==> config.mk <==
export PLATFORM = sky130hd
export DESIGN_NAME = glyph_line_wrap_layout_core
export DESIGN_NICKNAME = d
export VERILOG_FILES = /design/src/sv/glwl_pkg.sv /design/src/sv/glwl_queue.sv /design/src/sv/glwl_front.sv /design/src/sv/glwl_back.sv /design/src/sv/glyph_line_wrap_layout_core.sv
export SDC_FILE = /design/constraint.sdc
export NUM_CORES = 2
export LEC_CHECK = 0
export ABC_AREA = 1
export BUFFER_PORTS_ARGS = -buffer_cell sky130_fd_sc_hd__buf_4
export CORE_ASPECT_RATIO = 1.2
export CORE_MARGIN = 1
export CORE_UTILIZATION = 40
export DETAILED_ROUTE_END_ITERATION = 16
export SLEW_MARGIN = 20
export SYNTH_ARGS = -nofsm -noshare
export SYNTH_HDL_FRONTEND = slang
export SYNTH_SLANG_ARGS = --single-unit
==> constraint.sdc <==
create_clock -name aclk -period 7.35 [get_ports aclk]
set_clock_uncertainty 0.05 [all_clocks]
set_input_delay 0.3675 -clock aclk [delete_from_list [all_inputs] [get_ports aclk]]
set_output_delay 0.3675 -clock aclk [all_outputs]
set_load 0.01 [all_outputs]
==> src/sv/glwl_pkg.sv <==
package glwl_pkg;

    typedef struct packed {
        logic signed [15:0] start_x;
        logic signed [15:0] start_y;
        logic [15:0]        width_scale;
        logic [15:0]        height_scale;
        logic [14:0]        char_gap;
        logic [14:0]        row_step;
        logic [14:0]        line_height;
    } glwl_cfg_t;

    // One placed glyph, handed from the front end to the vertex emitter.
    typedef struct packed {
        logic               first;
        logic signed [15:0] gx;
        logic signed [15:0] gy;
        logic signed [15:0] dx;
        logic signed [15:0] dy;
        logic [15:0]        tl;
        logic [15:0]        tt;
        logic [15:0]        u1;
        logic [15:0]        v1;
    } glwl_desc_t;

    typedef enum logic [2:0] {
        CFG_START_X      = 3'd0,
        CFG_START_Y      = 3'd1,
        CFG_WIDTH_SCALE  = 3'd2,
        CFG_HEIGHT_SCALE = 3'd3,
        CFG_CHAR_GAP     = 3'd4,
        CFG_ROW_STEP     = 3'd5,
        CFG_LINE_HEIGHT  = 3'd6
    } glwl_cfg_idx_t;

    typedef enum logic [2:0] {
        VTX_PREV  = 3'd0,
        VTX_DEGEN = 3'd1,
        VTX_TL    = 3'd2,
        VTX_TR    = 3'd3,
        VTX_BL    = 3'd4,
        VTX_BR    = 3'd5
    } glwl_vtx_t;

    localparam logic signed [15:0] START_X_RST      = -16'sd16384;
    localparam logic signed [15:0] START_Y_RST      = 16'sd16384;
    localparam logic [15:0]        WIDTH_SCALE_RST  = 16'd16384;
    localparam logic [15:0]        HEIGHT_SCALE_RST = 16'd16384;
    localparam logic [14:0]        CHAR_GAP_RST     = 15'd0;
    localparam logic [14:0]        ROW_STEP_RST     = 15'd1638;
    localparam logic [14:0]        LINE_HEIGHT_RST  = 15'd1638;

    function automatic logic signed [15:0] sat_s16(input logic signed [19:0] v);
        logic signed [15:0] r;
        if (v > 20'sd32767) begin
            r = 16'sh7fff;
        end else if (v < -20'sd32768) begin
            r = 16'sh8000;
        end else begin
            r = v[15:0];
        end
        return r;
    endfunction

    function automatic logic [15:0] sat_u16(input logic [16:0] v);
        return v[16] ? 16'hffff : v[15:0];
    endfunction

endpackage

==> src/sv/glwl_queue.sv <==
module glwl_queue (
    input  logic                 aclk,
    input  logic                 aresetn,
    input  logic                 push_valid,
    output logic                 push_ready,
    input  glwl_pkg::glwl_desc_t push_desc,
    output logic                 head_valid,
    output glwl_pkg::glwl_desc_t head_desc,
    input  logic                 pop
);
    import glwl_pkg::*;

    localparam int DEPTH = 2;
    localparam int PW    = $clog2(DEPTH);

    glwl_desc_t      entry_reg [DEPTH];
    logic [PW-1:0]   wr_ptr_reg;
    logic [PW-1:0]   rd_ptr_reg;
    logic [PW:0]     count_reg;
    logic            do_push;
    logic            do_pop;

    assign push_ready = (count_reg < (PW+1)'(DEPTH));
    assign head_valid = (count_reg != '0);
    assign head_desc  = entry_reg[rd_ptr_reg];
    assign do_push    = push_valid && push_ready;
    assign do_pop     = pop && head_valid;

    always_ff @(posedge aclk) begin
        if (!aresetn) begin
            wr_ptr_reg <= '0;
            rd_ptr_reg <= '0;
            count_reg  <= '0;
        end else begin
            if (do_push) begin
                wr_ptr_reg <= wr_ptr_reg + 1'b1;
            end
            if (do_pop) begin
                rd_ptr_reg <= rd_ptr_reg + 1'b1;
            end
            if (do_push && !do_pop) begin
                count_reg <= count_reg + 1'b1;
            end else if (do_pop && !do_push) begin
                count_reg <= count_reg - 1'b1;
            end
        end
    end

    always_ff @(posedge aclk) begin
        if (do_push) begin
            entry_reg[wr_ptr_reg] <= push_desc;
        end
    end

endmodule

==> src/sv/glwl_front.sv <==
module glwl_front (
    input  logic                 aclk,
    input  logic                 aresetn,
    input  glwl_pkg::glwl_cfg_t  cfg,
    input  logic                 in_valid,
    output logic                 in_ready,
    input  logic [15:0]          glyph_width,
    input  logic [15:0]          glyph_height,
    input  logic [15:0]          tex_left,
    input  logic [15:0]          tex_top,
    input  logic signed [15:0]   glyph_baseline,
    input  logic                 first_glyph,
    output logic                 push_valid,
    input  logic                 push_ready,
    output glwl_pkg::glwl_desc_t push_desc
);
    import glwl_pkg::*;

    // Stage A: scaling products, baseline shift and texture sums.
    logic [31:0]        w_prod;
    logic [31:0]        h_prod;
    logic [32:0]        w_rnd;
    logic [32:0]        h_rnd;
    logic [14:0]        w_sat;
    logic [14:0]        h_sat;
    logic signed [31:0] b_prod;
    logic signed [31:0] b_rnd;

    logic               a_valid_reg;
    logic [14:0]        a_w_reg;
    logic [14:0]        a_h_reg;
    logic signed [18:0] a_shift_reg;
    logic [15:0]        a_tl_reg;
    logic [15:0]        a_tt_reg;
    logic [15:0]        a_u1_reg;
    logic [15:0]        a_v1_reg;
    logic               a_first_reg;

    // Stage B: pen update and wrap.
    logic signed [15:0] px;
    logic signed [15:0] py;
    logic signed [15:0] adv0;
    logic signed [15:0] adv1;
    logic signed [15:0] ystep;
    logic               wrap;
    logic signed [15:0] gx_b;
    logic signed [15:0] gy_b;
    logic signed [15:0] pen_x_reg;
    logic signed [15:0] pen_y_reg;

    logic               b_valid_reg;
    logic signed [15:0] b_gx_reg;
    logic signed [15:0] b_gy_reg;
    logic [14:0]        b_w_reg;
    logic [14:0]        b_h_reg;
    logic signed [18:0] b_shift_reg;
    logic [15:0]        b_tl_reg;
    logic [15:0]        b_tt_reg;
    logic [15:0]        b_u1_reg;
    logic [15:0]        b_v1_reg;
    logic               b_first_reg;

    logic               rdy_a;
    logic               rdy_b;
    logic signed [15:0] gy_c;

    assign rdy_b    = !b_valid_reg || push_ready;
    assign rdy_a    = !a_valid_reg || rdy_b;
    assign in_ready = rdy_a;

    assign w_prod = {16'b0, glyph_width} * {16'b0, cfg.width_scale};
    assign h_prod = {16'b0, glyph_height} * {16'b0, cfg.height_scale};
    assign w_rnd  = {1'b0, w_prod} + 33'h8000;
    assign h_rnd  = {1'b0, h_prod} + 33'h8000;
    assign w_sat  = (w_rnd[32:31] != 2'b00) ? 15'h7fff : w_rnd[30:16];
    assign h_sat  = (h_rnd[32:31] != 2'b00) ? 15'h7fff : h_rnd[30:16];
    assign b_prod = 32'($signed({1'b0, cfg.line_height})) * 32'(glyph_baseline);
    assign b_rnd  = b_prod + 32'sd4096;

    always_ff @(posedge aclk) begin
        if (!aresetn) begin
            a_valid_reg <= 1'b0;
        end else if (rdy_a) begin
            a_valid_reg <= in_valid;
        end
    end

    always_ff @(posedge aclk) begin
        if (rdy_a && in_valid) begin
            a_w_reg     <= w_sat;
            a_h_reg     <= h_sat;
            // Arithmetic shift floors, which rounds the +4096 bias half up.
            a_shift_reg <= b_rnd[31:13];
            a_tl_reg    <= tex_left;
            a_tt_reg    <= tex_top;
            a_u1_reg    <= sat_u16({1'b0, tex_left} + {1'b0, glyph_width});
            a_v1_reg    <= sat_u16({1'b0, tex_top} + {1'b0, glyph_height});
            a_first_reg <= first_glyph;
        end
    end

    assign px    = a_first_reg ? cfg.start_x : pen_x_reg;
    assign py    = a_first_reg ? cfg.start_y : pen_y_reg;
    assign adv0  = sat_s16({{4{px[15]}}, px} + {5'b0, cfg.char_gap} + {5'b0, a_w_reg});
    assign adv1  = sat_s16({{4{cfg.start_x[15]}}, cfg.start_x} + {5'b0, cfg.char_gap}
                           + {5'b0, a_w_reg});
    assign ystep = sat_s16({{4{py[15]}}, py} - {5'b0, cfg.row_step});
    assign wrap  = (adv0 > 16'sd0);
    assign gx_b  = wrap ? cfg.start_x : px;
    assign gy_b  = wrap ? ystep : py;

    always_ff @(posedge aclk) begin
        if (!aresetn) begin
            b_valid_reg <= 1'b0;
            pen_x_reg   <= START_X_RST;
            pen_y_reg   <= START_Y_RST;
        end else if (rdy_b) begin
            b_valid_reg <= a_valid_reg;
            if (a_valid_reg) begin
                pen_x_reg <= wrap ? adv1 : adv0;
                pen_y_reg <= gy_b;
            end
        end
    end

    always_ff @(posedge aclk) begin
        if (rdy_b && a_valid_reg) begin
            b_gx_reg    <= gx_b;
            b_gy_reg    <= gy_b;
            b_w_reg     <= a_w_reg;
            b_h_reg     <= a_h_reg;
            b_shift_reg <= a_shift_reg;
            b_tl_reg    <= a_tl_reg;
            b_tt_reg    <= a_tt_reg;
            b_u1_reg    <= a_u1_reg;
            b_v1_reg    <= a_v1_reg;
            b_first_reg <= a_first_reg;
        end
    end

    assign gy_c = sat_s16({{4{b_gy_reg[15]}}, b_gy_reg} + {b_shift_reg[18], b_shift_reg});

    always_comb begin
        push_desc.first = b_first_reg;
        push_desc.gx    = b_gx_reg;
        push_desc.gy    = gy_c;
        push_desc.dx    = sat_s16({{4{b_gx_reg[15]}}, b_gx_reg} + {5'b0, b_w_reg});
        push_desc.dy    = sat_s16({{4{gy_c[15]}}, gy_c} - {5'b0, b_h_reg});
        push_desc.tl    = b_tl_reg;
        push_desc.tt    = b_tt_reg;
        push_desc.u1    = b_u1_reg;
        push_desc.v1    = b_v1_reg;
    end

    assign push_valid = b_valid_reg;

endmodule

==> src/sv/glwl_back.sv <==
module glwl_back (
    input  logic                 aclk,
    input  logic                 aresetn,
    input  logic                 head_valid,
    input  glwl_pkg::glwl_desc_t head_desc,
    output logic                 pop,
    output logic                 m_tvalid,
    input  logic                 m_tready,
    output logic [63:0]          m_tdata,
    output logic                 m_tlast
);
    import glwl_pkg::*;

    glwl_vtx_t          state_reg;
    glwl_vtx_t          state_next;
    glwl_vtx_t          cur_vtx;
    glwl_vtx_t          after_vtx;
    logic               load;
    logic signed [15:0] sel_x;
    logic signed [15:0] sel_y;
    logic [15:0]        sel_u;
    logic [15:0]        sel_v;
    logic               sel_last;

    logic               m_valid_reg;
    logic [63:0]        m_data_reg;
    logic               m_last_reg;
    logic signed [15:0] prev_x_reg;
    logic signed [15:0] prev_y_reg;
    logic [15:0]        prev_u_reg;
    logic [15:0]        prev_v_reg;

    // A first glyph skips the two degenerate vertices.
    assign cur_vtx = (state_reg == VTX_PREV && head_desc.first) ? VTX_TL : state_reg;
    assign load    = head_valid && (!m_valid_reg || m_tready);

    always_comb begin
        sel_x     = head_desc.gx;
        sel_y     = head_desc.gy;
        sel_u     = head_desc.tl;
        sel_v     = head_desc.tt;
        sel_last  = 1'b0;
        after_vtx = VTX_PREV;
        unique case (cur_vtx)
            VTX_PREV: begin
                sel_x     = prev_x_reg;
                sel_y     = prev_y_reg;
                sel_u     = prev_u_reg;
                sel_v     = prev_v_reg;
                after_vtx = VTX_DEGEN;
            end
            VTX_DEGEN: begin
                after_vtx = VTX_TL;
            end
            VTX_TL: begin
                after_vtx = VTX_TR;
            end
            VTX_TR: begin
                sel_x     = head_desc.dx;
                sel_u     = head_desc.u1;
                after_vtx = VTX_BL;
            end
            VTX_BL: begin
                sel_y     = head_desc.dy;
                sel_v     = head_desc.v1;
                after_vtx = VTX_BR;
            end
            VTX_BR: begin
                sel_x     = head_desc.dx;
                sel_y     = head_desc.dy;
                sel_u     = head_desc.u1;
                sel_v     = head_desc.v1;
                sel_last  = 1'b1;
                after_vtx = VTX_PREV;
            end
            default: begin
                after_vtx = VTX_PREV;
            end
        endcase

        state_next = state_reg;
        pop        = 1'b0;
        if (load) begin
            state_next = after_vtx;
            pop        = sel_last;
        end
    end

    always_ff @(posedge aclk) begin
        if (!aresetn) begin
            state_reg <= VTX_PREV;
        end else begin
            state_reg <= state_next;
        end
    end

    always_ff @(posedge aclk) begin
        if (!aresetn) begin
            m_valid_reg <= 1'b0;
            prev_x_reg  <= '0;
            prev_y_reg  <= '0;
            prev_u_reg  <= '0;
            prev_v_reg  <= '0;
        end else begin
            if (load) begin
                m_valid_reg <= 1'b1;
            end else if (m_tready) begin
                m_valid_reg <= 1'b0;
            end
            if (load && sel_last) begin
                prev_x_reg <= head_desc.dx;
                prev_y_reg <= head_desc.dy;
                prev_u_reg <= head_desc.u1;
                prev_v_reg <= head_desc.v1;
            end
        end
    end

    always_ff @(posedge aclk) begin
        if (load) begin
            m_data_reg <= {sel_v, sel_u, sel_y, sel_x};
            m_last_reg <= sel_last;
        end
    end

    assign m_tvalid = m_valid_reg;
    assign m_tdata  = m_data_reg;
    assign m_tlast  = m_last_reg;

endmodule

==> src/sv/glyph_line_wrap_layout_core.sv <==
// Glyph line-wrap layout core.
// Input stream (s_*): one glyph per word. tdata carries the glyph size,
// texture origin and baseline offset; tuser is set on the first glyph of a
// string, which reloads the pen from start_x/start_y.
// Output stream (m_*): one vertex per word, a triangle-strip run per glyph.
// A first glyph yields four corner vertices; any other glyph yields six: the
// previous bottom-right and this top-left as degenerate vertices, then the
// four corners. tlast marks the last vertex of each glyph.
// After a glyph is accepted, it passes through the two front-end stages, the
// glyph queue and the output register before its first vertex appears.
// Throughput: while the receiver is ready, the vertex emitter sends one vertex
// per cycle, six per glyph (four for a first glyph); that port sets the rate.
// The front end keeps accepting glyphs while the queue has room, so a stalled
// receiver backs up into the queue and then into s_tready; no word is lost.
// The APB port writes the layout registers and may be used only while idle.
// Reset is synchronous and active low: registers return to their defaults,
// the pen goes to the default start position and all stages empty.
module glyph_line_wrap_layout_core (
    input  logic        aclk,
    input  logic        aresetn,
    // APB register port
    input  logic        psel,
    input  logic        penable,
    input  logic        pwrite,
    input  logic [4:0]  paddr,
    input  logic [31:0] pwdata,
    output logic [31:0] prdata,
    output logic        pready,
    // Glyph input stream
    input  logic        s_tvalid,
    output logic        s_tready,
    // glyph_width[15:0], glyph_height[31:16], tex_left[47:32], tex_top[63:48],
    // glyph_baseline[79:64]
    input  logic [79:0] s_tdata,
    // first_glyph[0]
    input  logic        s_tuser,
    // Vertex output stream
    output logic        m_tvalid,
    input  logic        m_tready,
    // vertex_x[15:0], vertex_y[31:16], vertex_u[47:32], vertex_v[63:48]
    output logic [63:0] m_tdata,
    // run_end
    output logic        m_tlast
);
    import glwl_pkg::*;

    glwl_cfg_t     cfg_reg;
    glwl_cfg_idx_t reg_idx;
    glwl_desc_t    push_desc;
    glwl_desc_t    head_desc;
    logic          push_valid;
    logic          push_ready;
    logic          head_valid;
    logic          pop;

    assign pready  = 1'b1;
    assign reg_idx = glwl_cfg_idx_t'(paddr[4:2]);

    always_ff @(posedge aclk) begin
        if (!aresetn) begin
            cfg_reg.start_x      <= START_X_RST;
            cfg_reg.start_y      <= START_Y_RST;
            cfg_reg.width_scale  <= WIDTH_SCALE_RST;
            cfg_reg.height_scale <= HEIGHT_SCALE_RST;
            cfg_reg.char_gap     <= CHAR_GAP_RST;
            cfg_reg.row_step     <= ROW_STEP_RST;
            cfg_reg.line_height  <= LINE_HEIGHT_RST;
        end else if (psel && penable && pwrite && pready) begin
            unique case (reg_idx)
                CFG_START_X:      cfg_reg.start_x      <= pwdata[15:0];
                CFG_START_Y:      cfg_reg.start_y      <= pwdata[15:0];
                CFG_WIDTH_SCALE:  cfg_reg.width_scale  <= pwdata[15:0];
                CFG_HEIGHT_SCALE: cfg_reg.height_scale <= pwdata[15:0];
                CFG_CHAR_GAP:     cfg_reg.char_gap     <= pwdata[14:0];
                CFG_ROW_STEP:     cfg_reg.row_step     <= pwdata[14:0];
                CFG_LINE_HEIGHT:  cfg_reg.line_height  <= pwdata[14:0];
                default: ;
            endcase
        end
    end

    always_comb begin
        prdata = '0;
        unique case (reg_idx)
            CFG_START_X:      prdata = {16'b0, cfg_reg.start_x};
            CFG_START_Y:      prdata = {16'b0, cfg_reg.start_y};
            CFG_WIDTH_SCALE:  prdata = {16'b0, cfg_reg.width_scale};
            CFG_HEIGHT_SCALE: prdata = {16'b0, cfg_reg.height_scale};
            CFG_CHAR_GAP:     prdata = {17'b0, cfg_reg.char_gap};
            CFG_ROW_STEP:     prdata = {17'b0, cfg_reg.row_step};
            CFG_LINE_HEIGHT:  prdata = {17'b0, cfg_reg.line_height};
            default:          prdata = '0;
        endcase
    end

    glwl_front u_front (
        .aclk           (aclk),
        .aresetn        (aresetn),
        .cfg            (cfg_reg),
        .in_valid       (s_tvalid),
        .in_ready       (s_tready),
        .glyph_width    (s_tdata[15:0]),
        .glyph_height   (s_tdata[31:16]),
        .tex_left       (s_tdata[47:32]),
        .tex_top        (s_tdata[63:48]),
        .glyph_baseline (s_tdata[79:64]),
        .first_glyph    (s_tuser),
        .push_valid     (push_valid),
        .push_ready     (push_ready),
        .push_desc      (push_desc)
    );

    glwl_queue u_queue (
        .aclk       (aclk),
        .aresetn    (aresetn),
        .push_valid (push_valid),
        .push_ready (push_ready),
        .push_desc  (push_desc),
        .head_valid (head_valid),
        .head_desc  (head_desc),
        .pop        (pop)
    );

    glwl_back u_back (
        .aclk       (aclk),
        .aresetn    (aresetn),
        .head_valid (head_valid),
        .head_desc  (head_desc),
        .pop        (pop),
        .m_tvalid   (m_tvalid),
        .m_tready   (m_tready),
        .m_tdata    (m_tdata),
        .m_tlast    (m_tlast)
    );

endmodule

==> results.cfg <==
[outcome]
outcome = finished clean

[synth]
avgSynthCellArea_um2 = 8.95
synth_top_cell_by_area = edfxtp_1
synth_area_leaders = edfxtp_1, fa_1, ha_1
synth_edf_count = 583
ys_types = 61
ys_ff_latch = 799
synth_top_area_share_pct = 27.8
ys_warn_count = 0
synthArstFlopShare_pct = 0
synth.yosys.seq_area_share_pct = 34.6
synthCells = 7044
syn-cell-area_um2 = 63000
synth_flop_cell = edfxtp_1

[drt]
routed_wl_mm = 166
avgViaCountPerCell = 5.02
drt_iter0_drc = 3437
drt-pass1-iter-count = 6
drc_errors = 0
vias = 46800
drtAntennaViolNets = 0
wl_per_cell_um = 17.9

[layout]
final_cell_count_no_fill = 9309
largest_reg_flops = 258
drive_gt1_share_pct = 7.42
syn2layout_area_growth_pct = 10.7
fin_util_pct = 44.6
nets = 8357
final_common_cell = nand2_1
layout_common_cells = nand2_1, inv_1, edfxtp_1

[worst_setup_path]
critPathCapture = u_front.pen_y_reg[11]
rrSetupSlack_ps = 600
path_class = reg -> reg
worstPathRequired_ps = 7940
cp-end-kind = register
worstPathMaxFanout = 22
crit_path_max_incr_delay_ps = 700
r2r_cells = 33
crit_slowest_cell = nand2_1
worst-path-stages = 33
r2r-end = u_front.pen_y_reg[11]
crit_path_start = u_front.a_first_reg
cp.arrival_ps = 7350
cp_top_family = simple AND/OR/NAND/NOR gates
critPathLaunchType = register
cp_num_buf_inv = 7
crit-reg2reg-launch = u_front.a_first_reg
critPathMostFrequentCell = nand2_1

[sta]
grt_setup_unrepaired = no
finalSetupTns_ps = 0
max_slew.worst_pin.slew_ps = 1020
report.final.slew_viol_count = 0
min_period_ps = 6750
setup_viol = 0
hold_violations = 0
slew_headroom_pct = 32.2
timing.fmax_ghz = 0.148
fin_crit_sh_pct = 91.9

[floorplan]
die-area_um2 = 159000
fp.dieH_um = 437
std_cell_rows = 159
core_um2 = 157000
fp.dieW_um = 364
start_util_pct = 40.3
num_io_pins = 225

[clocking]
cts_resized = 0
insertion_delay_ps = 710
cts_buffer_depth = 3
cts-buffers-inserted = 80
clock_sinks = 799
root_buffer = clkbuf_16
cts_tree = built
cts_setup_buffers = 0
clkSlewWorstSetupHoldPaths_ps = 60
htree_num_levels = 3

[grt]
grt_max_degree = 75
grt_pass1_vias = 46800
grt_pass1_wl_mm = 261
antenna_found_initial = 15
grt_overflow_total = 0
track_usage_pct = 21.1

[flow_run]
drv_cap = 0

[placed_design]
dpl.hpwl_mm = 128
io_buffer_count = 189
globalplace.congestion = 0.938
post-place-cells = 9104

[hold_path]
min_path_type = in -> reg

[power]
irDropWorstVdd_mv = 0.196
power_density_nw_per_um2 = 200
p_leak_nw = 33.5
-- layout make-up --
class	instances	area [µm²]
fill	15100	86800
multi-input combinational	4486	34600
sequential	799	21800
inverter	1454	5460
tap	2093	2620
timing repair buffer	324	2560
clock buffer	101	2140
clock inverter	49	612
antenna	3	7.51
-- repair_timing --
item                       in CTS  in global routing
setup endpoints to repair       0                  0
hold buffers                   52                  0
hold endpoints to repair      108                  0
-- worst min path at each step --
| stage | startpoint | endpoint | cells past startpoint |
|---|---|---|---|
| floorplan | u_front.a_h_reg[0] | u_front.b_h_reg[0] | 0 |
| finish | s_tdata[0] | u_front.a_u1_reg[0] | 4 |
| global placement | u_front.a_v1_reg[9] | u_front.b_v1_reg[9] | 0 |
| detailed placement | u_front.a_h_reg[5] | u_front.b_h_reg[5] | 0 |
| global route | s_tdata[16] | u_front.a_v1_reg[0] | 4 |
| CTS | s_tdata[0] | u_front.a_u1_reg[0] | 4 |
-- cell families after synthesis --
logic type	count (synthesis)	share of synthesized area, %
compound gates	969	8.71
xor+xnor	168	2.33
fa+ha+maj	1087	28.5
buf+inv	1774	10.7
flops	799	34.6
mux	90	1.61
other cells	2	0.0119
simple gates	2155	13.5
-- per-layer routing --
layer / vias up / track usage (%) / routed length (µm)
met5: - / 0 / 125
met1: 22800 / 28.1 / 73000
met2: 1225 / 34.9 / 78500
met3: 306 / 2.64 / 9280
met4: 18 / 7.71 / 5570
li1: 22400 / - / -
-- synth_stat cells (4+ instances only) --
master,n
xor2_1,103
nor2_1,303
nand2_1,1595
nor4_1,4
nand4_1,28
o2111ai_1,6
a31oi_1,35
nor3_1,33
o211ai_1,47
a221oi_1,22
o22ai_1,10
o21bai_1,11
o21ai_0,334
edfxtp_1,583
o21a_1,15
fa_1,578
buf_2,13
inv_1,1448
a211oi_1,7
xnor2_1,65
clkbuf_1,275
buf_1,8
or2_2,12
ha_1,509
buf_4,20
a22oi_1,5
inv_2,4
a21oi_1,383
o21ai_1,15
o31ai_1,5
nand2_2,5
mux2_2,89
dfxtp_1,216
o221ai_1,35
nand3_1,161
nand3b_1,4
a21boi_0,5
a21o_1,17
-- through the flow --
step | instance area (µm²) | setup WS (ps) | hold slack, ps | total power [W]
global route | 69800 | 131 | 248 | 0.0148
floorplan | 63100 | 821 | 350 | 0.00848
detailed placement | 66500 | 616 | 355 | 0.00973
global placement | 66500 | 657 | 351 | 0.00968
CTS | 69800 | 589 | 199 | 0.0141
finish | 69800 | 596 | 257 | 0.0139
-- report_power, final --
part	switching [W]	total, W	leakage, nW	internal (W)
combinational	0.00269	0.00420	25.0	0.00151
clock	0.00188	0.00428	1.33	0.00240
sequential	0.000127	0.00545	7.17	0.00533
total	0.00470	0.0139	33.5	0.00923
-- worst register-to-register path, delay by kind of cell, from the launching register on --
kind            cells  cell delay [ps]
buf+inv             7              940
xor+xnor            1               80
flops               1              450
simple gates       18             3470
fa+ha+maj           2              750
compound gates      5              960
Note: power is estimated with default switching activity, not from simulation.
